[src/sv/dtfp_pkg.sv]
// ----------------------------------------------------------------------------
// dtfp_pkg: shared definitions for the decimal text to fixed point block
// Widths, character codes, divider constants and the result snapshot type.
// ----------------------------------------------------------------------------
package dtfp_pkg;

    localparam int CH_BITS        = 8;
    localparam int POSITION_BITS  = 16;
    localparam int STOP_BITS      = 16;
    localparam int INT_BITS       = 15;
    localparam int FRAC_BITS      = 27;
    localparam int DIGIT_CNT_BITS = 4;
    localparam int QUO_BITS       = 16;
    localparam int VALUE_BITS     = 32;

    localparam logic [INT_BITS-1:0]       INT_LIMIT       = 15'd32767;
    localparam logic [DIGIT_CNT_BITS-1:0] FRAC_DIGITS_MAX = 4'd8;
    localparam logic [STOP_BITS-1:0]      STOP_MAX        = 16'hFFFF;

    // Scaled fraction / 1526 == (x * RECIP_M) >> RECIP_SHIFT for all x < 2^27
    localparam int                   RECIP_BITS  = 28;
    localparam int                   RECIP_SHIFT = 38;
    localparam logic [RECIP_BITS-1:0] RECIP_M    = 28'd180129691;
    localparam logic [FRAC_BITS-1:0] SCALED_LIMIT = 27'd100000000;
    localparam logic [QUO_BITS-1:0]  QUO_MAX     = 16'd65530;

    // Character codes
    localparam logic [CH_BITS-1:0] CH_NUL   = 8'd0;
    localparam logic [CH_BITS-1:0] CH_TAB   = 8'd9;
    localparam logic [CH_BITS-1:0] CH_CR    = 8'd13;
    localparam logic [CH_BITS-1:0] CH_SPACE = 8'd32;
    localparam logic [CH_BITS-1:0] CH_PLUS  = 8'd43;
    localparam logic [CH_BITS-1:0] CH_MINUS = 8'd45;
    localparam logic [CH_BITS-1:0] CH_POINT = 8'd46;
    localparam logic [CH_BITS-1:0] CH_ZERO  = 8'd48;
    localparam logic [CH_BITS-1:0] CH_NINE  = 8'd57;

    // Parser state captured at the character that ends parsing
    typedef struct packed {
        logic [INT_BITS-1:0]       int_part;
        logic [FRAC_BITS-1:0]      frac;
        logic [DIGIT_CNT_BITS-1:0] digits;
        logic                      neg;
        logic [STOP_BITS-1:0]      pos;
        logic                      early;
    } t_snap;

    // Multiplier that scales the fraction accumulator to eight digits
    function automatic logic [FRAC_BITS-1:0] frac_scale(input logic [DIGIT_CNT_BITS-1:0] digits);
        logic [FRAC_BITS-1:0] s;
        unique case (digits)
            4'd0:    s = 27'd100000000;
            4'd1:    s = 27'd10000000;
            4'd2:    s = 27'd1000000;
            4'd3:    s = 27'd100000;
            4'd4:    s = 27'd10000;
            4'd5:    s = 27'd1000;
            4'd6:    s = 27'd100;
            4'd7:    s = 27'd10;
            default: s = 27'd1;
        endcase
        return s;
    endfunction

    // Limit a position count to the width of the result field
    function automatic logic [STOP_BITS-1:0] clamp_pos(input logic [POSITION_BITS-1:0] p);
        logic [POSITION_BITS+STOP_BITS-1:0] w;
        logic [STOP_BITS-1:0]               r;
        w = (POSITION_BITS+STOP_BITS)'(p);
        if (w > (POSITION_BITS+STOP_BITS)'(STOP_MAX)) begin
            r = STOP_MAX;
        end else begin
            r = w[STOP_BITS-1:0];
        end
        return r;
    endfunction

endpackage

[src/sv/dtfp_in_if.sv]
// ----------------------------------------------------------------------------
// dtfp_in_if: character channel
// Valid/ready channel that carries one text character and its end marker.
// ----------------------------------------------------------------------------
interface dtfp_in_if;
    logic                          valid;
    logic                          ready;
    logic [dtfp_pkg::CH_BITS-1:0]  ch;
    logic                          last;

    modport source (output valid, output ch, output last, input ready);
    modport sink   (input valid, input ch, input last, output ready);
endinterface

[src/sv/dtfp_out_if.sv]
// ----------------------------------------------------------------------------
// dtfp_out_if: result channel
// Valid/ready channel that carries the parsed value and the stop position.
// ----------------------------------------------------------------------------
interface dtfp_out_if;
    logic                                   valid;
    logic                                   ready;
    logic signed [dtfp_pkg::VALUE_BITS-1:0] value;
    logic [dtfp_pkg::STOP_BITS-1:0]         stop_position;
    logic                                   stopped_early;

    modport source (output valid, output value, output stop_position,
                    output stopped_early, input ready);
    modport sink   (input valid, input value, input stop_position,
                    input stopped_early, output ready);
endinterface

[src/sv/decimal_text_to_fixed_point.sv]
// ----------------------------------------------------------------------------
// decimal_text_to_fixed_point: decimal text to signed 16.16 fixed point
// Character-serial parser with a four-stage result pipeline.
// ----------------------------------------------------------------------------
// The block takes one ASCII character per transaction on i_in and returns one
// signed 16.16 value per string on o_out, at the first illegal character, at
// a NUL, or at the character marked last. Leading white space is skipped, one
// sign and then one decimal point are allowed, the integer part saturates at
// 32767 and only the first eight fraction digits count. A character is taken
// every cycle as long as the result pipeline can move; the parser updates its
// accumulators on each accepted character. The result for a string passes
// through the capture register, which loads with the transaction that ends
// parsing, then the fraction scaling multiply, the reciprocal multiply for
// the divide by 1526, and the sign and output register that drives o_out.
// Back-pressure on o_out holds the pipeline, and i_in.ready drops only once
// all four stages are full. stop_position saturates at 65535.
// ----------------------------------------------------------------------------
module decimal_text_to_fixed_point (
    input  logic       i_clk,
    input  logic       i_rst_n,
    dtfp_in_if.sink    i_in,
    dtfp_out_if.source o_out
);

    logic            accept;     // character transaction completes
    logic            emit;       // this character ends parsing
    logic            snap_ready; // result pipeline can take a capture
    dtfp_pkg::t_snap snap;

    // Ready does not depend on the character: hold it off only when the
    // result pipeline is full, so a stopping character is never lost.
    assign i_in.ready = snap_ready;
    assign accept     = i_in.valid && snap_ready;

    // Parser: skips white space, tracks sign, point and digit counts, and
    // captures its state when parsing stops.
    dtfp_parse u_parse (
        .i_clk    (i_clk),
        .i_rst_n  (i_rst_n),
        .i_accept (accept),
        .i_ch     (i_in.ch),
        .i_last   (i_in.last),
        .o_emit   (emit),
        .o_snap   (snap)
    );

    // Result pipeline: advance a capture only on the cycle it was produced.
    dtfp_scale u_scale (
        .i_clk        (i_clk),
        .i_rst_n      (i_rst_n),
        .i_snap_valid (emit),
        .i_snap       (snap),
        .o_snap_ready (snap_ready),
        .o_out        (o_out)
    );

endmodule

[src/sv/dtfp_parse.sv]
// ----------------------------------------------------------------------------
// dtfp_parse: character parser
// Per-character state update and capture of the state when parsing stops.
// ----------------------------------------------------------------------------
module dtfp_parse (
    input  logic                         i_clk,
    input  logic                         i_rst_n,
    input  logic                         i_accept,
    input  logic [dtfp_pkg::CH_BITS-1:0] i_ch,
    input  logic                         i_last,
    output logic                         o_emit,
    output dtfp_pkg::t_snap              o_snap
);

    logic [dtfp_pkg::INT_BITS-1:0]       r_int,    n_int;
    logic [dtfp_pkg::FRAC_BITS-1:0]      r_frac,   n_frac;
    logic [dtfp_pkg::DIGIT_CNT_BITS-1:0] r_digits, n_digits;
    logic                                r_point,  n_point;
    logic                                r_neg,    n_neg;
    logic                                r_first,  n_first;
    logic                                r_done,   n_done;
    logic [dtfp_pkg::POSITION_BITS-1:0]  r_pos,    n_pos;

    logic [dtfp_pkg::POSITION_BITS-1:0]  pos_inc;
    logic [dtfp_pkg::POSITION_BITS-1:0]  emit_pos;
    logic [dtfp_pkg::CH_BITS-1:0]        ch_off;
    logic [3:0]                          digit;
    logic [dtfp_pkg::INT_BITS+3:0]       int_t;
    logic                                is_ws;
    logic                                is_digit;
    logic                                legal;
    logic                                early;
    logic                                clear;

    always_comb begin
        pos_inc  = (r_pos == '1) ? r_pos : r_pos + 1'b1;
        ch_off   = i_ch - dtfp_pkg::CH_ZERO;
        digit    = ch_off[3:0];
        int_t    = (dtfp_pkg::INT_BITS+4)'(r_int) * (dtfp_pkg::INT_BITS+4)'(10)
                 + (dtfp_pkg::INT_BITS+4)'(digit);
        is_ws    = r_first && (i_ch == dtfp_pkg::CH_SPACE ||
                   (i_ch >= dtfp_pkg::CH_TAB && i_ch <= dtfp_pkg::CH_CR));
        is_digit = (i_ch >= dtfp_pkg::CH_ZERO) && (i_ch <= dtfp_pkg::CH_NINE);
        legal    = (r_first && (i_ch == dtfp_pkg::CH_MINUS || i_ch == dtfp_pkg::CH_PLUS))
                || (!r_first && !r_point && i_ch == dtfp_pkg::CH_POINT)
                || is_digit;

        n_int    = r_int;
        n_frac   = r_frac;
        n_digits = r_digits;
        n_point  = r_point;
        n_neg    = r_neg;
        n_first  = r_first;
        n_done   = r_done;
        n_pos    = r_pos;
        o_emit   = 1'b0;
        early    = 1'b0;
        clear    = 1'b0;
        emit_pos = r_pos;

        if (i_accept) begin
            if (r_done) begin
                // drop everything up to the end of the string
                clear = i_last;
            end else if (i_ch == dtfp_pkg::CH_NUL) begin
                o_emit = 1'b1;
                clear  = i_last;
                n_done = !i_last;
            end else if (is_ws) begin
                n_pos = pos_inc;
                if (i_last) begin
                    o_emit   = 1'b1;
                    emit_pos = pos_inc;
                    clear    = 1'b1;
                end
            end else if (legal) begin
                if (r_first && i_ch == dtfp_pkg::CH_MINUS) begin
                    n_neg = 1'b1;
                end else if (r_first && i_ch == dtfp_pkg::CH_PLUS) begin
                    n_neg = 1'b0;
                end else if (!is_digit) begin
                    n_point = 1'b1;
                end else if (!r_point) begin
                    n_int = (int_t > (dtfp_pkg::INT_BITS+4)'(dtfp_pkg::INT_LIMIT))
                          ? dtfp_pkg::INT_LIMIT : int_t[dtfp_pkg::INT_BITS-1:0];
                end else if (r_digits < dtfp_pkg::FRAC_DIGITS_MAX) begin
                    n_frac   = dtfp_pkg::FRAC_BITS'(r_frac * dtfp_pkg::FRAC_BITS'(10))
                             + dtfp_pkg::FRAC_BITS'(digit);
                    n_digits = r_digits + 1'b1;
                end
                n_first = 1'b0;
                n_pos   = pos_inc;
                if (i_last) begin
                    o_emit   = 1'b1;
                    emit_pos = pos_inc;
                    clear    = 1'b1;
                end
            end else begin
                o_emit = 1'b1;
                early  = 1'b1;
                clear  = i_last;
                n_done = !i_last;
            end
        end

        o_snap.int_part = n_int;
        o_snap.frac     = n_frac;
        o_snap.digits   = n_digits;
        o_snap.neg      = n_neg;
        o_snap.pos      = dtfp_pkg::clamp_pos(emit_pos);
        o_snap.early    = early;
    end

    always_ff @(posedge i_clk) begin
        if (!i_rst_n || clear) begin
            r_int    <= '0;
            r_frac   <= '0;
            r_digits <= '0;
            r_point  <= 1'b0;
            r_neg    <= 1'b0;
            r_first  <= 1'b1;
            r_done   <= 1'b0;
            r_pos    <= '0;
        end else begin
            r_int    <= n_int;
            r_frac   <= n_frac;
            r_digits <= n_digits;
            r_point  <= n_point;
            r_neg    <= n_neg;
            r_first  <= n_first;
            r_done   <= n_done;
            r_pos    <= n_pos;
        end
    end

    a_done_quiet: assert property (@(posedge i_clk) disable iff (!i_rst_n)
        r_done |-> !o_emit)
        else $error("result produced after parsing already stopped");

    a_first_clean: assert property (@(posedge i_clk) disable iff (!i_rst_n)
        r_first |-> (r_int == '0 && r_frac == '0 && r_digits == '0 && !r_point))
        else $error("accumulators not clear before first character");

    a_digits_cap: assert property (@(posedge i_clk) disable iff (!i_rst_n)
        (r_digits <= dtfp_pkg::FRAC_DIGITS_MAX) && (r_point || r_digits == '0))
        else $error("fraction digit count out of range");

endmodule

[src/sv/dtfp_scale.sv]
// ----------------------------------------------------------------------------
// dtfp_scale: result pipeline
// Scale the fraction, divide by the fixed divisor and apply the sign.
// ----------------------------------------------------------------------------
module dtfp_scale (
    input  logic              i_clk,
    input  logic              i_rst_n,
    input  logic              i_snap_valid,
    input  dtfp_pkg::t_snap   i_snap,
    output logic              o_snap_ready,
    dtfp_out_if.source        o_out
);

    localparam int SCALE_PROD_BITS = 2 * dtfp_pkg::FRAC_BITS;
    localparam int DIV_PROD_BITS   = dtfp_pkg::FRAC_BITS + dtfp_pkg::RECIP_BITS;
    localparam int MAG_BITS        = dtfp_pkg::INT_BITS + dtfp_pkg::QUO_BITS;

    // stage 1: captured parser state
    logic                                  r1_v;
    dtfp_pkg::t_snap                       r1_snap;
    // stage 2: fraction scaled to eight digits
    logic                                  r2_v;
    logic [dtfp_pkg::FRAC_BITS-1:0]        r2_scaled;
    logic [dtfp_pkg::INT_BITS-1:0]         r2_int;
    logic                                  r2_neg;
    logic [dtfp_pkg::STOP_BITS-1:0]        r2_pos;
    logic                                  r2_early;
    // stage 3: fraction bits
    logic                                  r3_v;
    logic [dtfp_pkg::QUO_BITS-1:0]         r3_quo;
    logic [dtfp_pkg::INT_BITS-1:0]         r3_int;
    logic                                  r3_neg;
    logic [dtfp_pkg::STOP_BITS-1:0]        r3_pos;
    logic                                  r3_early;
    // stage 4: output register
    logic                                  r4_v;
    logic signed [dtfp_pkg::VALUE_BITS-1:0] r4_value;
    logic [dtfp_pkg::STOP_BITS-1:0]        r4_pos;
    logic                                  r4_early;

    logic                                  adv1, adv2, adv3, adv4;
    logic [SCALE_PROD_BITS-1:0]            scale_prod;
    logic [DIV_PROD_BITS-1:0]              div_prod;
    logic [dtfp_pkg::VALUE_BITS-1:0]       mag;
    logic [dtfp_pkg::VALUE_BITS-1:0]       n_value;

    always_comb begin
        adv4 = !r4_v || o_out.ready;
        adv3 = !r3_v || adv4;
        adv2 = !r2_v || adv3;
        adv1 = !r1_v || adv2;

        scale_prod = SCALE_PROD_BITS'(r1_snap.frac)
                   * SCALE_PROD_BITS'(dtfp_pkg::frac_scale(r1_snap.digits));
        div_prod   = DIV_PROD_BITS'(r2_scaled) * DIV_PROD_BITS'(dtfp_pkg::RECIP_M);
        mag        = dtfp_pkg::VALUE_BITS'({r3_int, r3_quo});
        n_value    = r3_neg ? (dtfp_pkg::VALUE_BITS'(0) - mag) : mag;
    end

    assign o_snap_ready = adv1;

    always_ff @(posedge i_clk) begin
        if (!i_rst_n) begin
            r1_v <= 1'b0;
            r2_v <= 1'b0;
            r3_v <= 1'b0;
            r4_v <= 1'b0;
        end else begin
            if (adv1) r1_v <= i_snap_valid;
            if (adv2) r2_v <= r1_v;
            if (adv3) r3_v <= r2_v;
            if (adv4) r4_v <= r3_v;
        end
    end

    always_ff @(posedge i_clk) begin
        if (adv1) begin
            r1_snap <= i_snap;
        end
        if (adv2) begin
            r2_scaled <= scale_prod[dtfp_pkg::FRAC_BITS-1:0];
            r2_int    <= r1_snap.int_part;
            r2_neg    <= r1_snap.neg;
            r2_pos    <= r1_snap.pos;
            r2_early  <= r1_snap.early;
        end
        if (adv3) begin
            r3_quo   <= div_prod[dtfp_pkg::RECIP_SHIFT +: dtfp_pkg::QUO_BITS];
            r3_int   <= r2_int;
            r3_neg   <= r2_neg;
            r3_pos   <= r2_pos;
            r3_early <= r2_early;
        end
        if (adv4) begin
            r4_value <= n_value;
            r4_pos   <= r3_pos;
            r4_early <= r3_early;
        end
    end

    assign o_out.valid         = r4_v;
    assign o_out.value         = r4_value;
    assign o_out.stop_position = r4_pos;
    assign o_out.stopped_early = r4_early;

    a_scaled_range: assert property (@(posedge i_clk) disable iff (!i_rst_n)
        r2_v |-> (r2_scaled < dtfp_pkg::SCALED_LIMIT))
        else $error("scaled fraction exceeds eight digits");

    a_quo_range: assert property (@(posedge i_clk) disable iff (!i_rst_n)
        r3_v |-> (r3_quo <= dtfp_pkg::QUO_MAX))
        else $error("fraction bits out of range");

    a_mag_fits: assert property (@(posedge i_clk) disable iff (!i_rst_n)
        r3_v |-> (mag[MAG_BITS] == 1'b0))
        else $error("magnitude overflows 31 bits");

endmodule
[src/flat_wrapper.sv]
// flat-port wrapper written by rule: the top's interface ports become plain ports
module decimal_text_to_fixed_point_flat 
  (i_clk, i_rst_n, i_in_valid, i_in_ch, i_in_last, i_in_ready, o_out_valid, o_out_value, o_out_stop_position, o_out_stopped_early, o_out_ready);
  dtfp_in_if i_in_i ();
  dtfp_out_if o_out_i ();
  input  logic i_clk;
  input  logic i_rst_n;
  input wire logic [$bits(i_in_i.valid)-1:0] i_in_valid;
  input wire logic [$bits(i_in_i.ch)-1:0] i_in_ch;
  input wire logic [$bits(i_in_i.last)-1:0] i_in_last;
  output wire logic [$bits(i_in_i.ready)-1:0] i_in_ready;
  output wire logic [$bits(o_out_i.valid)-1:0] o_out_valid;
  output wire logic [$bits(o_out_i.value)-1:0] o_out_value;
  output wire logic [$bits(o_out_i.stop_position)-1:0] o_out_stop_position;
  output wire logic [$bits(o_out_i.stopped_early)-1:0] o_out_stopped_early;
  input wire logic [$bits(o_out_i.ready)-1:0] o_out_ready;
  assign i_in_i.valid = i_in_valid;
  assign i_in_i.ch = i_in_ch;
  assign i_in_i.last = i_in_last;
  assign i_in_ready = i_in_i.ready;
  assign o_out_valid = o_out_i.valid;
  assign o_out_value = o_out_i.value;
  assign o_out_stop_position = o_out_i.stop_position;
  assign o_out_stopped_early = o_out_i.stopped_early;
  assign o_out_i.ready = o_out_ready;
  decimal_text_to_fixed_point u_core (.i_clk(i_clk), .i_rst_n(i_rst_n), .i_in(i_in_i), .o_out(o_out_i));
endmodule
[config.mk]
export PLATFORM = sky130hd
export DESIGN_NAME = decimal_text_to_fixed_point_flat
export DESIGN_NICKNAME = d
export VERILOG_FILES = /design/src/sv/dtfp_pkg.sv /design/src/sv/dtfp_in_if.sv /design/src/sv/dtfp_out_if.sv /design/src/sv/decimal_text_to_fixed_point.sv /design/src/sv/dtfp_parse.sv /design/src/sv/dtfp_scale.sv /design/src/flat_wrapper.sv
export SDC_FILE = /design/constraint.sdc
export NUM_CORES = 2
export LEC_CHECK = 0
export BUFFER_PORTS_ARGS = -buffer_cell sky130_fd_sc_hd__buf_2
export CAP_MARGIN = 20
export CELL_PAD_IN_SITES_DETAIL_PLACEMENT = 1
export CELL_PAD_IN_SITES_GLOBAL_PLACEMENT = 1
export CORE_ASPECT_RATIO = 0.75
export CORE_MARGIN = 1
export CORE_UTILIZATION = 45
export DETAILED_ROUTE_END_ITERATION = 12
export PLACE_DENSITY_LB_ADDON = 0.1
export REMOVE_ABC_BUFFERS = 1
export SLEW_MARGIN = 20
export SYNTH_ARGS = -nofsm -noshare
export SYNTH_HDL_FRONTEND = slang
export SYNTH_SLANG_ARGS = --single-unit
[constraint.sdc]
create_clock -name i_clk -period 8.93 [get_ports i_clk]
set_input_delay 1.3395 -clock i_clk [delete_from_list [all_inputs] [get_ports i_clk]]
set_output_delay 1.3395 -clock i_clk [all_outputs]
set_load 0.03 [all_outputs]
==> flow_summary.yaml <==
clock_network:
  cts_made_buffers: 36
  insertion_delay_ps: 590
  cts_buffer_depth: 3
  cts_tree: "built"
  hold_buffers: 0
  cts_sinks: 311
  htreeDepth: 2
  post_cts_resized: 0
  clkTransAtPathRegs_ps: 70
  post_cts_buffers: 0
  clockRootBuffer: "clkbuf_16"
yosys:
  seq_area_frac_synth_pct: 22.4
  synth_top_area_share_pct: 30.9
  synth-edff-count: 222
  synth_cells: 3672
  yosysMostFrequentCell: "inv_1"
  synthTopCellsByArea: "fa_1, edfxtp_1, ha_1"
  syn_area_mm2: 0.0377
  ys_warn_count: 0
  synth_seq_cells: 311
  syn_area_per_cell_um2: 10.3
  yosys-top-cells-count: "inv_1, fa_1, ha_1"
  synth_top_area_cell: "fa_1"
  synth.distinct_cells: 82
  synth_ff_type: "edfxtp_1"
  async_flop_share_pct: 0
worst_setup_path:
  rrSetupSlack_ps: 1320
  required_ps: 9210
  crit_slowest_cell: "nor2b_1"
  critPathMaxFanout: 13
  cpMostUsedCell: "fa_1"
  crit_type: "register to register"
  reg2regPathDepth: 23
  cp-startpoint: "u_core.u_scale.r1_snap[21]"
  path_cells: "nor2b_1 > buf_4 > nand2_1 > fa_1 > fa_1 > inv_1 > fa_1 > ha_1 > ha_1 > inv_1 > fa_1 > fa_1 > inv_1 > ha_1 > a21o_1 > a21oi_1 > o21ai_0 > a21oi_1 > o21ai_1 > a31o_2 > a41o_1 > o41ai_1 > xnor2_1"
  crit_end: "u_core.u_scale.r2_scaled[26]"
  path_delay_family: "adder cells"
  arrival_ps: 7890
  critPathMaxStageDelay_ps: 800
  r2r-start: "u_core.u_scale.r1_snap[21]"
  end_kind: "register"
  crit_buf_inv: 4
  cp_num_cells: 23
  start_kind: "register"
  reg2reg_to: "u_core.u_scale.r2_scaled[26]"
layout:
  layout-drive-gt1-share_pct: 5.37
  register_area_mm2: 0.00845
  final.fill_count: 9148
  final_util_pct: 49.0
  nets: 4786
  multi_input_area_mm2: 0.0257
  design_area_mm2: 0.0404
  num_antenna_cells: 0
  area_delta_synth_final_pct: 7.38
placement:
  pre_cts_ws_ps: 1400
  gp_congestion: 0.926
  dpl_cell_area_mm2: 0.0393
  portBuffers: 63
  dpl.hpwl_um: 86200
global_route:
  grt_pass1_vias: 28500
  antenna_found_initial: 3
  grt-ovfl-total: 0
  grt_first_pass_wirelength_um: 164000
  grt_max_degree: 64
  gr-usage-all-layers_pct: 25.2
timing:
  skew_ps: 59.1
  rsz0062_at_grt: "false"
  hold_violations: 0
  period_needed_ps: 7610
  relSlewSlack_pct: 27.2
  final-max-slew-violation-count: 0
  fmax_mhz: 131
  setup-violations-final: 0
  setup_ws_ps: 1320
  fin_crit_sh_pct: 85.2
  tns_ps: 0
  max_slew.worst_pin.slew_ps: 1090
drt:
  wl_per_cell_um: 21.2
  vias: 25400
  drc: 0
  vias_per_cell: 5.23
  ant_nets: 0
  drt_iter0_drc: 1339
  first_pass_iters: 5
  drt_wl_total_um: 103000
floorplanning:
  core_mm2: 0.0825
  die_area_mm2: 0.0849
  start_util_pct: 45.6
  rows: 91
  die_width_um: 336
  dieHeight_um: 253
  io-pin-count: 64
pwr:
  p_leak_nw: 21.3
  p_per_area_mw_per_mm2: 76.2
  peakVddDrop_v: 0.000149
worst_hold_path:
  hold_class: "register to register"
job:
  drv_cap: 0
run_status:
  status: "finished clean"
layer usage:
metal / global-route usage, % / vias to the layer above / wire length (um)
met3: 3.64 / 101 / 5060
met2: 39.7 / 520 / 46800
met5: 0 / - / 23
met1: 37.2 / 13200 / 49500
li1: - / 11600 / -
met4: 4.44 / 4 / 1480
how the worst min path moves through the flow:
stage | from | to | slack (ps) | cells after the start
6_report | u_core.u_scale.r1_snap[51] | u_core.u_scale.r2_int[2] | 400 | 0
5_1_grt | u_core.u_scale.r1_snap[54] | u_core.u_scale.r2_int[5] | 410 | 0
4_1_cts | u_core.u_scale.r1_snap[51] | u_core.u_scale.r2_int[2] | 390 | 0
3_5_place_dp | u_core.u_scale.r1_snap[49] | u_core.u_scale.r2_int[0] | 410 | 0
3_3_place_gp | u_core.u_scale.r1_snap[8] | u_core.u_scale.r2_pos[7] | 400 | 0
2_1_floorplan | u_core.u_scale.r3_pos[0] | u_core.u_scale.o_out.stop_position[0] | 400 | 0
sequential cells by signal (all words and copies together), names as in the netlist, 16 cells and up, named ones only:
register / cells
u_core.u_scale.r1_snap: 64
u_core.u_scale.o_out.stop_position: 16
u_core.u_parse.r_pos: 16
u_core.u_scale.r2_pos: 16
u_core.u_scale.r3_pos: 16
u_core.u_parse.r_frac: 27
u_core.u_scale.o_out.value: 32
u_core.u_scale.r3_quo: 16
u_core.u_scale.r2_scaled: 27
through the flow:
step                      hold slack (ps)  std cells  power (W)
after global routing                  410       4861    0.00318
after detailed placement              405       4795    0.00166
after CTS                             393       4861    0.00313
after floorplan                       400       3584    0.00163
after global placement                401       4795    0.00166
final                                 398       4861    0.00308
logic make-up after synthesis:
kind of cell	after synthesis	synth area share (%)
and+or+nand+nor	797	10.2
buffers and inverters	953	9.56
adders and majority gates	1056	46.7
muxes	14	0.415
DFF	311	22.4
AOI/OAI and AO/OA	340	6.03
xor gates and xnor gates	201	4.73
cells in the final DEF, fill, tap and decap left out, types with 9 or more instances in the layout:
| master | netlist | final |
|---|---|---|
| or3_1 | 9 | 9 |
| o211ai_1 | 11 | 11 |
| xnor2_1 | 139 | 139 |
| nor3_1 | 27 | 26 |
| nand3_1 | 28 | 28 |
| a31oi_1 | 11 | 10 |
| nor2b_1 | 35 | 31 |
| buf_2 | 4 | 63 |
| o21bai_1 | 11 | 11 |
| o31ai_1 | 11 | 11 |
| xor2_1 | 61 | 61 |
| edfxtp_1 | 222 | 222 |
| a21o_1 | 34 | 34 |
| o21a_1 | 17 | 17 |
| buf_4 | 1 | 32 |
| nor2_1 | 100 | 100 |
| nand4_1 | 17 | 17 |
| nand2_1 | 379 | 378 |
| a211oi_1 | 24 | 24 |
| and3_1 | 18 | 18 |
| clkbuf_16 | 0 | 37 |
| dfxtp_1 | 89 | 89 |
| a21oi_1 | 93 | 93 |
| inv_1 | 865 | 864 |
| fa_1 | 581 | 581 |
| ha_1 | 475 | 475 |
| o21ai_0 | 60 | 60 |
| nand2b_1 | 13 | 13 |
| and2_1 | 125 | 125 |
final cells by class:
type	count	share of cell area [%]
clock buffer	48	2.49
clock inverter	18	0.309
inverter	865	8.03
multi-input combinational	2408	63.4
sequential	311	20.9
tap	1116	3.45
timing repair buffer	95	1.37
where the power goes:
| part | switching (W) | leakage [nW] | internal [W] |
|---|---|---|---|
| logic | 0.0000529 | 17.3 | 0.0000225 |
| clock network | 0.000647 | 0.555 | 0.000806 |
| registers | 0.00000808 | 3.44 | 0.00154 |
| total | 0.000708 | 21.3 | 0.00237 |
(Power assumes the default switching activity.)
